[config.mk]
export PLATFORM = sky130hd
export DESIGN_NAME = audio_channel_remapper_core
export DESIGN_NICKNAME = d
export VERILOG_FILES = /design/src/hdl/acr_pkg.sv /design/src/hdl/acr_lane.sv /design/src/hdl/acr_merge.sv /design/src/hdl/acr_div.sv /design/src/hdl/audio_channel_remapper_core.sv
export SDC_FILE = /design/constraint.sdc
export NUM_CORES = 2
export LEC_CHECK = 0
export BUFFER_PORTS_ARGS = -buffer_cell sky130_fd_sc_hd__buf_2
export CAP_MARGIN = 0
export CORE_MARGIN = 3
export CORE_UTILIZATION = 50
export DETAILED_ROUTE_END_ITERATION = 7
export PLACE_DENSITY = 0.68
export SLEW_MARGIN = 20
export SYNTH_ARGS = -nofsm -noshare
export SYNTH_HDL_FRONTEND = slang
export SYNTH_SLANG_ARGS = --single-unit
[constraint.sdc]
create_clock -name clk -period 71.3 [get_ports clk]
set_input_delay 3.565 -clock clk [delete_from_list [all_inputs] [get_ports clk]]
set_output_delay 3.565 -clock clk [all_outputs]
set_load 0.03 [all_outputs]
[src/hdl/acr_pkg.sv]
// Shared types, constants and helpers of the audio channel remapper.
package acr_pkg;

	localparam int NUM_CH    = 8;
	localparam int SAMPLE_W  = 32;
	localparam int NARROW_W  = 16;
	localparam int PAIR_W    = SAMPLE_W + 1;
	localparam int SUM_W     = SAMPLE_W + 3;
	localparam int CNT_W     = 4;
	localparam int DIV_STEPS = 7;
	localparam int DIV_ITER  = SUM_W / DIV_STEPS;
	localparam int DIV_LAT   = DIV_ITER + 2;
	localparam int PIPE      = 3 + DIV_LAT;

	localparam logic [1:0] POL_COPY    = 2'd0;
	localparam logic [1:0] POL_AVERAGE = 2'd1;
	localparam logic [1:0] POL_IGNORE  = 2'd2;

	localparam logic [2:0] REG_SRC_CODE   = 3'd0;
	localparam logic [2:0] REG_DST_CODE   = 3'd1;
	localparam logic [2:0] REG_WIDE       = 3'd2;
	localparam logic [2:0] REG_SRC_POLICY = 3'd3;
	localparam logic [2:0] REG_DST_POLICY = 3'd4;

	typedef logic signed [SAMPLE_W-1:0] sample_t;
	typedef logic signed [PAIR_W-1:0]   pair_t;
	typedef logic signed [SUM_W-1:0]    sum_t;
	typedef logic [CNT_W-1:0]           cnt_t;

	typedef struct packed {
		sum_t sum;
		cnt_t cnt;
	} avg_req_t;

	function automatic logic [1:0] policy_of(input logic [15:0] pol_reg, input int ch);
		return pol_reg[2*ch +: 2];
	endfunction

endpackage

[src/hdl/acr_lane.sv]
// One channel lane: sample width handling and the channel's participation flag.
module acr_lane import acr_pkg::*; (
	input  logic                clk,
	input  logic                en,
	input  logic [SAMPLE_W-1:0] raw,
	input  logic                wide,
	input  logic [1:0]          policy,
	input  logic                active,
	output sample_t             sample_s1,
	output logic                used_s1
);

	always_ff @(posedge clk) begin
		if (en) begin
			sample_s1 <= wide ? sample_t'(raw)
				: sample_t'({{(SAMPLE_W-NARROW_W){raw[NARROW_W-1]}}, raw[NARROW_W-1:0]});
			used_s1 <= active && (policy != POL_IGNORE);
		end
	end

endmodule

[src/hdl/acr_merge.sv]
// Two-level registered adder tree that combines the lanes into sums and counts.
module acr_merge import acr_pkg::*; (
	input  logic              clk,
	input  logic              en_s2,
	input  logic              en_s3,
	input  sample_t           samples [NUM_CH],
	input  logic [NUM_CH-1:0] used,
	input  logic              side_sel,
	output avg_req_t          req_a_s3,
	output avg_req_t          req_b_s3
);

	sample_t masked [NUM_CH];
	pair_t   pair_s2 [NUM_CH/2];
	pair_t   side0_s2;
	pair_t   side1_s2;
	cnt_t    cnt_all_s2;
	cnt_t    cnt_side0_s2;
	cnt_t    cnt_side1_s2;
	sum_t    total;

	always_comb begin
		for (int i = 0; i < NUM_CH; i++) begin
			masked[i] = used[i] ? samples[i] : '0;
		end
	end

	always_ff @(posedge clk) begin
		if (en_s2) begin
			for (int j = 0; j < NUM_CH/2; j++) begin
				pair_s2[j] <= pair_t'(masked[2*j]) + pair_t'(masked[2*j+1]);
			end
			side0_s2     <= pair_t'(masked[0]) + pair_t'(masked[2]);
			side1_s2     <= pair_t'(masked[1]) + pair_t'(masked[3]);
			cnt_all_s2   <= cnt_t'($countones(used));
			cnt_side0_s2 <= cnt_t'(used[0]) + cnt_t'(used[2]);
			cnt_side1_s2 <= cnt_t'(used[1]) + cnt_t'(used[3]);
		end
	end

	always_comb begin
		total = '0;
		for (int j = 0; j < NUM_CH/2; j++) begin
			total = total + sum_t'(pair_s2[j]);
		end
	end

	always_ff @(posedge clk) begin
		if (en_s3) begin
			req_a_s3.sum <= side_sel ? sum_t'(side0_s2) : total;
			req_a_s3.cnt <= side_sel ? cnt_side0_s2 : cnt_all_s2;
			req_b_s3.sum <= sum_t'(side1_s2);
			req_b_s3.cnt <= cnt_side1_s2;
		end
	end

endmodule

[src/hdl/acr_div.sv]
// Pipelined signed divider of a channel sum by a small count, truncating toward zero.
module acr_div import acr_pkg::*; (
	input  logic               clk,
	input  logic [DIV_LAT-1:0] en,
	input  avg_req_t           req,
	output sample_t            avg
);

	logic [SUM_W-1:0] work_q [DIV_ITER+1];
	cnt_t             rem_q  [DIV_ITER];
	cnt_t             dsr_q  [DIV_ITER];
	logic             neg_q  [DIV_ITER+1];
	logic             zero_q [DIV_ITER+1];
	sample_t          avg_q;
	logic [SUM_W-1:0] result;

	always_ff @(posedge clk) begin
		if (en[0]) begin
			neg_q[0]  <= req.sum[SUM_W-1];
			zero_q[0] <= (req.cnt == '0);
			dsr_q[0]  <= req.cnt;
			rem_q[0]  <= '0;
			work_q[0] <= req.sum[SUM_W-1] ? (-req.sum) : req.sum;
		end
	end

	for (genvar k = 1; k <= DIV_ITER; k++) begin : g_iter
		logic [SUM_W-1:0] w_next;
		cnt_t             r_next;

		always_comb begin
			logic [SUM_W-1:0] w;
			cnt_t             r;
			cnt_t             t;
			w = work_q[k-1];
			r = rem_q[k-1];
			for (int i = 0; i < DIV_STEPS; i++) begin
				t = {r[CNT_W-2:0], w[SUM_W-1]};
				w = {w[SUM_W-2:0], 1'b0};
				if (t >= dsr_q[k-1]) begin
					t    = t - dsr_q[k-1];
					w[0] = 1'b1;
				end
				r = t;
			end
			w_next = w;
			r_next = r;
		end

		always_ff @(posedge clk) begin
			if (en[k]) begin
				work_q[k] <= w_next;
				neg_q[k]  <= neg_q[k-1];
				zero_q[k] <= zero_q[k-1];
			end
		end

		if (k < DIV_ITER) begin : g_carry
			always_ff @(posedge clk) begin
				if (en[k]) begin
					rem_q[k] <= r_next;
					dsr_q[k] <= dsr_q[k-1];
				end
			end
		end
	end

	always_comb begin
		if (zero_q[DIV_ITER]) begin
			result = '0;
		end else if (neg_q[DIV_ITER]) begin
			result = -work_q[DIV_ITER];
		end else begin
			result = work_q[DIV_ITER];
		end
	end

	always_ff @(posedge clk) begin
		if (en[DIV_LAT-1]) begin
			avg_q <= sample_t'(result[SAMPLE_W-1:0]);
		end
	end

	assign avg = avg_q;

endmodule

[src/hdl/audio_channel_remapper_core.sv]
// Top level of the audio channel remapper: configuration, lanes, merge, divide and output.
//
// The input channel takes one PCM frame per word on in_valid/in_ready: eight
// sample fields and a last marker. The output channel gives one remapped frame
// per word on out_valid/out_ready, with a write mask, an unsupported-pair flag
// and the copied last marker. Configuration is written through cfg_we,
// cfg_index and cfg_data; the user must do so only while the block holds no
// frame; the block itself does not enforce it. A frame is accepted on every
// cycle the pipeline can move, so throughput is one word per cycle. From the
// accepting edge to out_valid a word crosses eleven registers: one lane stage,
// two adder-tree stages, seven stages of the pipelined average divider and the
// output register, and the first of them loads at the accepting edge.
// When the receiver stalls, the output register holds its word, and stages
// behind it keep filling until every stage holds a word; in_ready then falls.
// Reset empties the pipeline and returns the registers to stereo in, stereo
// out, sixteen-bit samples and copy policies.
module audio_channel_remapper_core import acr_pkg::*; #(
	parameter int MAX_CHANNELS = 8
) (
	input  logic        clk,
	input  logic        arst_n,
	input  logic        cfg_we,
	input  logic [2:0]  cfg_index,
	input  logic [15:0] cfg_data,
	input  logic        in_valid,
	output logic        in_ready,
	input  sample_t     in_ch0,
	input  sample_t     in_ch1,
	input  sample_t     in_ch2,
	input  sample_t     in_ch3,
	input  sample_t     in_ch4,
	input  sample_t     in_ch5,
	input  sample_t     in_ch6,
	input  sample_t     in_ch7,
	input  logic        in_last,
	output logic        out_valid,
	input  logic        out_ready,
	output sample_t     out_ch0,
	output sample_t     out_ch1,
	output sample_t     out_ch2,
	output sample_t     out_ch3,
	output sample_t     out_ch4,
	output sample_t     out_ch5,
	output sample_t     out_ch6,
	output sample_t     out_ch7,
	output logic [7:0]  write_mask,
	output logic        unsupported,
	output logic        out_last
);

	logic [1:0]  src_code_q;
	logic [1:0]  dst_code_q;
	logic        wide_q;
	logic [15:0] src_policy_q;
	logic [15:0] dst_policy_q;

	always_ff @(posedge clk or negedge arst_n) begin
		if (!arst_n) begin
			src_code_q   <= 2'd1;
			dst_code_q   <= 2'd1;
			wide_q       <= 1'b0;
			src_policy_q <= '0;
			dst_policy_q <= '0;
		end else if (cfg_we) begin
			case (cfg_index)
				REG_SRC_CODE:   src_code_q   <= cfg_data[1:0];
				REG_DST_CODE:   dst_code_q   <= cfg_data[1:0];
				REG_WIDE:       wide_q       <= cfg_data[0];
				REG_SRC_POLICY: src_policy_q <= cfg_data;
				REG_DST_POLICY: dst_policy_q <= cfg_data;
				default: ;
			endcase
		end
	end

	cnt_t ns;
	cnt_t nd;
	logic supported;
	logic mode_2to4;
	logic mode_4to2;
	logic mode_2to2;

	always_comb begin
		ns = cnt_t'(1) << src_code_q;
		nd = cnt_t'(1) << dst_code_q;
		if (ns > MAX_CHANNELS || nd > MAX_CHANNELS) begin
			supported = 1'b0;
		end else if (ns == cnt_t'(1)) begin
			supported = (nd != cnt_t'(1));
		end else if (ns == cnt_t'(2)) begin
			supported = 1'b1;
		end else begin
			supported = (nd <= cnt_t'(2));
		end
		mode_2to4 = (ns == cnt_t'(2)) && (nd == cnt_t'(4));
		mode_4to2 = (ns == cnt_t'(4)) && (nd == cnt_t'(2));
		mode_2to2 = (ns == cnt_t'(2)) && (nd == cnt_t'(2));
	end

	logic [PIPE:0]   rdy;
	logic [PIPE-1:0] valid_q;
	logic            out_valid_q;

	always_comb begin
		rdy[PIPE] = !out_valid_q || out_ready;
		for (int k = PIPE - 1; k >= 0; k--) begin
			rdy[k] = !valid_q[k] || rdy[k+1];
		end
	end

	always_ff @(posedge clk or negedge arst_n) begin
		if (!arst_n) begin
			valid_q     <= '0;
			out_valid_q <= 1'b0;
		end else begin
			if (rdy[0]) begin
				valid_q[0] <= in_valid;
			end
			for (int k = 1; k < PIPE; k++) begin
				if (rdy[k]) begin
					valid_q[k] <= valid_q[k-1];
				end
			end
			if (rdy[PIPE]) begin
				out_valid_q <= valid_q[PIPE-1];
			end
		end
	end

	assign in_ready  = rdy[0];
	assign out_valid = out_valid_q;

	logic [SAMPLE_W-1:0] raw [NUM_CH];
	sample_t             lane_sample [NUM_CH];
	logic [NUM_CH-1:0]   lane_used;

	assign raw[0] = in_ch0;
	assign raw[1] = in_ch1;
	assign raw[2] = in_ch2;
	assign raw[3] = in_ch3;
	assign raw[4] = in_ch4;
	assign raw[5] = in_ch5;
	assign raw[6] = in_ch6;
	assign raw[7] = in_ch7;

	for (genvar i = 0; i < NUM_CH; i++) begin : g_lane
		acr_lane u_lane (
			.clk       (clk),
			.en        (rdy[0]),
			.raw       (raw[i]),
			.wide      (wide_q),
			.policy    (policy_of(src_policy_q, i)),
			.active    (cnt_t'(i) < ns),
			.sample_s1 (lane_sample[i]),
			.used_s1   (lane_used[i])
		);
	end

	avg_req_t req_a_s3;
	avg_req_t req_b_s3;

	acr_merge u_merge (
		.clk      (clk),
		.en_s2    (rdy[1]),
		.en_s3    (rdy[2]),
		.samples  (lane_sample),
		.used     (lane_used),
		.side_sel (mode_4to2),
		.req_a_s3 (req_a_s3),
		.req_b_s3 (req_b_s3)
	);

	sample_t avg_a;
	sample_t avg_b;

	acr_div u_div_a (
		.clk (clk),
		.en  (rdy[3 +: DIV_LAT]),
		.req (req_a_s3),
		.avg (avg_a)
	);

	acr_div u_div_b (
		.clk (clk),
		.en  (rdy[3 +: DIV_LAT]),
		.req (req_b_s3),
		.avg (avg_b)
	);

	sample_t copy0_q [1:PIPE-1];
	sample_t copy1_q [1:PIPE-1];
	logic    last_q  [PIPE];

	always_ff @(posedge clk) begin
		if (rdy[0]) begin
			last_q[0] <= in_last;
		end
		if (rdy[1]) begin
			copy0_q[1] <= lane_sample[0];
			copy1_q[1] <= lane_sample[1];
		end
		for (int k = 1; k < PIPE; k++) begin
			if (rdy[k]) begin
				last_q[k] <= last_q[k-1];
			end
		end
		for (int k = 2; k < PIPE; k++) begin
			if (rdy[k]) begin
				copy0_q[k] <= copy0_q[k-1];
				copy1_q[k] <= copy1_q[k-1];
			end
		end
	end

	sample_t    o [NUM_CH];
	logic [7:0] mask;
	sample_t    s_pair [2];

	always_comb begin
		s_pair[0] = copy0_q[PIPE-1];
		s_pair[1] = copy1_q[PIPE-1];
		for (int i = 0; i < NUM_CH; i++) begin
			o[i] = '0;
		end
		mask = '0;
		if (!supported) begin
			mask = '0;
		end else if (mode_2to4) begin
			o[0] = s_pair[0];
			o[1] = s_pair[1];
			o[2] = s_pair[0];
			o[3] = s_pair[1];
			mask = 8'h0F;
		end else if (mode_4to2) begin
			o[0] = avg_a;
			o[1] = avg_b;
			mask = 8'h03;
		end else if (mode_2to2) begin
			for (int i = 0; i < 2; i++) begin
				if (policy_of(dst_policy_q, i) == POL_IGNORE) begin
					o[i] = '0;
				end else if (policy_of(dst_policy_q, i) == POL_AVERAGE) begin
					o[i] = avg_a;
				end else if (policy_of(src_policy_q, i) != POL_IGNORE) begin
					o[i] = s_pair[i];
				end else begin
					o[i] = avg_a;
				end
			end
			mask = 8'h03;
		end else begin
			for (int i = 0; i < NUM_CH; i++) begin
				if (cnt_t'(i) < nd && policy_of(dst_policy_q, i) != POL_IGNORE) begin
					o[i]    = avg_a;
					mask[i] = 1'b1;
				end
			end
		end
	end

	always_ff @(posedge clk) begin
		if (rdy[PIPE]) begin
			out_ch0     <= o[0];
			out_ch1     <= o[1];
			out_ch2     <= o[2];
			out_ch3     <= o[3];
			out_ch4     <= o[4];
			out_ch5     <= o[5];
			out_ch6     <= o[6];
			out_ch7     <= o[7];
			write_mask  <= mask;
			unsupported <= !supported;
			out_last    <= last_q[PIPE-1];
		end
	end

endmodule

==> results by stage <==
Clock tree:
- Counting the buffers created by CTS gives 197.
- In this run the post-CTS setup repair buffer count came out at 0.
- Clock-pin slew was measured on the worst setup and hold paths at 60 ps.
- The insertion delay of the later-clocked pin in the worst-skew pair is 830 ps.
- The clock tree synthesis step divided the H-tree into 4 levels.
- The clock root buffer is clkbuf_16.
- The hold-fix buffer count after cts is 0.
- Gates resized during post-CTS repair numbered 0.
- The clock sink count is 1,976.
- Counting along the longest clock path gives a buffer depth of 3.
- The clock tree from TritonCTS is built.

Worst setup path:
- For the worst setup path, the data required time is 71,880 ps.
- By instance count, the cell type seen most on the critical path is nand2_1.
- STA classifies the critical path startpoint as a flip-flop.
- The maximum cell stage delay along the critical path is 630 ps.
- The worst-path cell with the longest stage delay is edfxtp_1.
- The category of the critical setup timing path is flip-flop to flip-flop.
- The maximum fanout along the worst path is 9.
- At the worst endpoint, the arrival time is 11,790 ps.
- The worst reg-to-reg setup slack is 60,090 ps.
- The critical path capture point type is a flip-flop.

Logic synthesis:
- The area fraction of the dominant cell type after synthesis is 64.53%.
- The synthesized area per cell is 14.01 sq um.
- The register area share after synthesis is 65.87%.
- The biggest area consumer among synthesized cells is edfxtp_1.
- The most used flip-flop cell after synthesis is edfxtp_1.
- The flip-flop and latch count after synthesis is 1,976.
- Synthesis handed over a netlist of 6,402 instances.
- Yosys attributes the largest share of cell area to edfxtp_1, ha_1, fa_1, and2_1, nand2_1.
- The number of enable flip-flop cells after synthesis is 1,928.
- Sorting the synthesized cells by how often they occur yields edfxtp_1, nand2_1, ha_1, and2_1, o21ai_0.
- In the synthesized netlist the async set-or-reset flop fraction comes to 2.429%.
- The most frequently used cell type in the post-synthesis netlist is edfxtp_1.
- The number of distinct library cell variants in the gate-level netlist after synthesis is 97.
- The synthesis warning total is 0.
- The synthesized area is 89,720 sq um.

Finish:
- The post-layout instance count excluding filler cells is 9,570.
- The net count of the finished layout is 7,923.
- The fraction of final layout cells with drive strength greater than 1 is 14.42%.
- The area growth from synthesis to layout is 13.80%.

Place:
- Timing analysis after detailed placement gives a worst setup slack of 60,110 ps.
- The number of placed cells counting well taps is 9,194.
- The HPWL reported at the end of detailed placement is 150,100 um.
- In this run the tool buffered the top-level ports with 548 buffer cells.
- Routability-driven placement finished with a final weighted congestion of 0.8846.

Routing:
- The length of the first detailed-routing pass in iterations is 6.
- After detailed routing, the number of vias per cell comes to 5.421.
- The routed wire length is 201,200 um.
- The residual DRC count is 0.
- The number of nets with antenna violations after detailed routing is 0.
- The final route contains 51,880 vias.
- The detailed router finished its first iteration with 4,066 violations.
- Dividing the detail-routed wire length by the instance count gives 21.02 um.

Job:
- The max capacitance violation total is 0.

Floorplanning:
- The die is 429.6 um wide.
- 549 I/O pins were placed.
- The die height is 429.6 um.
- The floorplan step defined a die boundary enclosing 184,600 sq um.
- Row generation in the floorplan step produced 154 rows.
- The core box area is 177,300 sq um.
- The initial utilization of the core area, before any placement, comes to 50.61%.

STA:
- The clock period could shrink to 11,210 ps.
- The maximum operating frequency is 89.17 MHz.
- Clock skew on the completed layout was measured at 46.65 ps.
- The measured slew at the worst slew-check pin is 1098 ps.
- Final hold analysis gives a worst-case slack of 392.3 ps.
- Once routing completed, OpenROAD measured the worst setup slack at 60,090 ps.
- The total setup violations reported at the end of the flow is 0.
- Measured against its own limit, the worst slew margin works out to 26.83%.
- The portion of the clock cycle consumed by the worst path in the final layout is 15.73%.
- Adding up every negative setup slack in the final design gives 0 ps.
- The hold violation total from the final report came to 0.
- Setup repair after global routing left no endpoint under its margin.
- The final number of max-transition violations is 0.

Global routing:
- The number of antenna violations at the first check in global routing is 5.
- Global routing used 21.71% of the available tracks across all layers.
- The first-pass GRT wire length is 307,300 um.
- The number of global-route vias before repair is 51,610.
- The aggregate global routing overflow is 0.
- The pin count of the biggest net entering global routing is 173.

Run status:
- The flow ran to the end, and the final reports show no timing, DRC or antenna violations.

Hold path:
- The worst hold path belongs to the class flip-flop to flip-flop.
[worst paths after layout]
| check | start | end | depth (start not counted) |
|---|---|---|---|
| hold reg to reg | u_merge.side1_s2[19]$_DFFE_PP_ | u_merge.req_b_s3[23]$_DFFE_PP_ | 0 |
| hold / removal | u_merge.side1_s2[19]$_DFFE_PP_ | u_merge.req_b_s3[23]$_DFFE_PP_ | 0 |
| setup reg to reg | u_div_a.dsr_q[3][1]$_DFFE_PP_ | u_div_a.rem_q[4][1]$_DFFE_PP_ | 46 |
| setup / recovery | u_div_a.dsr_q[3][1]$_DFFE_PP_ | u_div_a.rem_q[4][1]$_DFFE_PP_ | 46 |
| max in group asynchronous | arst_n | wide_q$_DFFE_PN0P_ | 2 |
| min in group asynchronous | arst_n | out_valid$_DFFE_PN0P_ | 2 |
[area by class of cell]
type	instances	area (sq um)
multi-input combinational	3950	28980
clock inverter	137	1533
timing repair buffer	602	3173
inverter	326	1236
antenna	5	12.51
fill	13940	75170
clock buffer	234	5141
tap	2340	2928
sequential	1976	59100
[placed cells by master (no fill, tap or decap), types with 25 or more instances in the layout]
| cell | Yosys | routed |
|---|---|---|
| edfxtp_1 | 1928 | 1928 |
| nand2_1 | 632 | 628 |
| buf_2 | 0 | 548 |
| ha_1 | 446 | 446 |
| and2_1 | 393 | 393 |
| o21ai_0 | 349 | 347 |
| inv_1 | 326 | 323 |
| a21oi_1 | 313 | 308 |
| nor2_1 | 248 | 245 |
| xnor2_1 | 217 | 217 |
| clkbuf_16 | 0 | 199 |
| a21o_1 | 162 | 162 |
| fa_1 | 143 | 143 |
| xor2_1 | 140 | 140 |
| nand2b_1 | 74 | 72 |
| mux2_2 | 62 | 62 |
| buf_4 | 0 | 52 |
| nand3_1 | 55 | 50 |
| nor3_1 | 51 | 49 |
| mux2i_1 | 49 | 49 |
| o31ai_1 | 48 | 48 |
| dfrtp_1 | 46 | 45 |
| nor2b_1 | 43 | 43 |
| o21a_1 | 43 | 43 |
| or3_1 | 39 | 39 |
| clkinv_1 | 0 | 39 |
| a221o_1 | 35 | 35 |
| a22o_1 | 35 | 35 |
| clkinv_2 | 0 | 35 |
| clkbuf_1 | 147 | 32 |
| o21bai_1 | 31 | 31 |
| and3_1 | 27 | 25 |
[sequential cells by signal, indices dropped and copies added, names as in the netlist, 33 cells and up]
signal and flops:
u_div_b.work_q 195, u_merge.req_b_s3 35, u_merge.pair_s2 132, u_div_a.work_q 195, u_merge.req_a_s3 39, g_lane.u_lane.sample_s1 256
u_merge.side0_s2 33, copy0_q 288, copy1_q 288, u_merge.side1_s2 33
[logic make-up after synthesis]
group / count (synthesis) / synth area share (%)
other: 1 / 0.004180
multiplexers: 114 / 1.382
XOR/XNOR: 357 / 3.485
adder cells (fa/ha/maj): 590 / 9.422
buffers and inverters: 477 / 1.996
AND/OR/NAND/NOR: 1675 / 9.263
flip-flops: 1976 / 65.87
AO/OA/AOI/OAI: 1212 / 8.578
[through the flow]
step / util (%) / area, sq um
3_3_place_gp: 53.82 / 95400
2_1_floorplan: - / 89720
5_1_grt: 57.59 / 102100
3_5_place_dp: 53.82 / 95410
4_1_cts: 57.59 / 102100
6_report: 57.60 / 102100
[critical path, delay by kind of cell (launching register included)]
| family | cells | cell delay (ps) |
|---|---|---|
| AOI/OAI and AO/OA | 17 | 4480 |
| muxes | 6 | 2540 |
| adders and majority gates | 7 | 2070 |
| buffers and inverters | 6 | 660 |
| DFF | 1 | 630 |
| and+or+nand+nor | 10 | 590 |
[metal layers]
metal | global-route usage, % | wire length [um]
met1 | 29.47 | 87200
met2 | 36.46 | 96890
met3 | 3.034 | 10930
met5 | 0 | 0
met4 | 6.718 | 6157
Power is left out: the tool's default activity adds up to more than one toggle a clock period on the data nets, which glitch-free logic cannot reach.
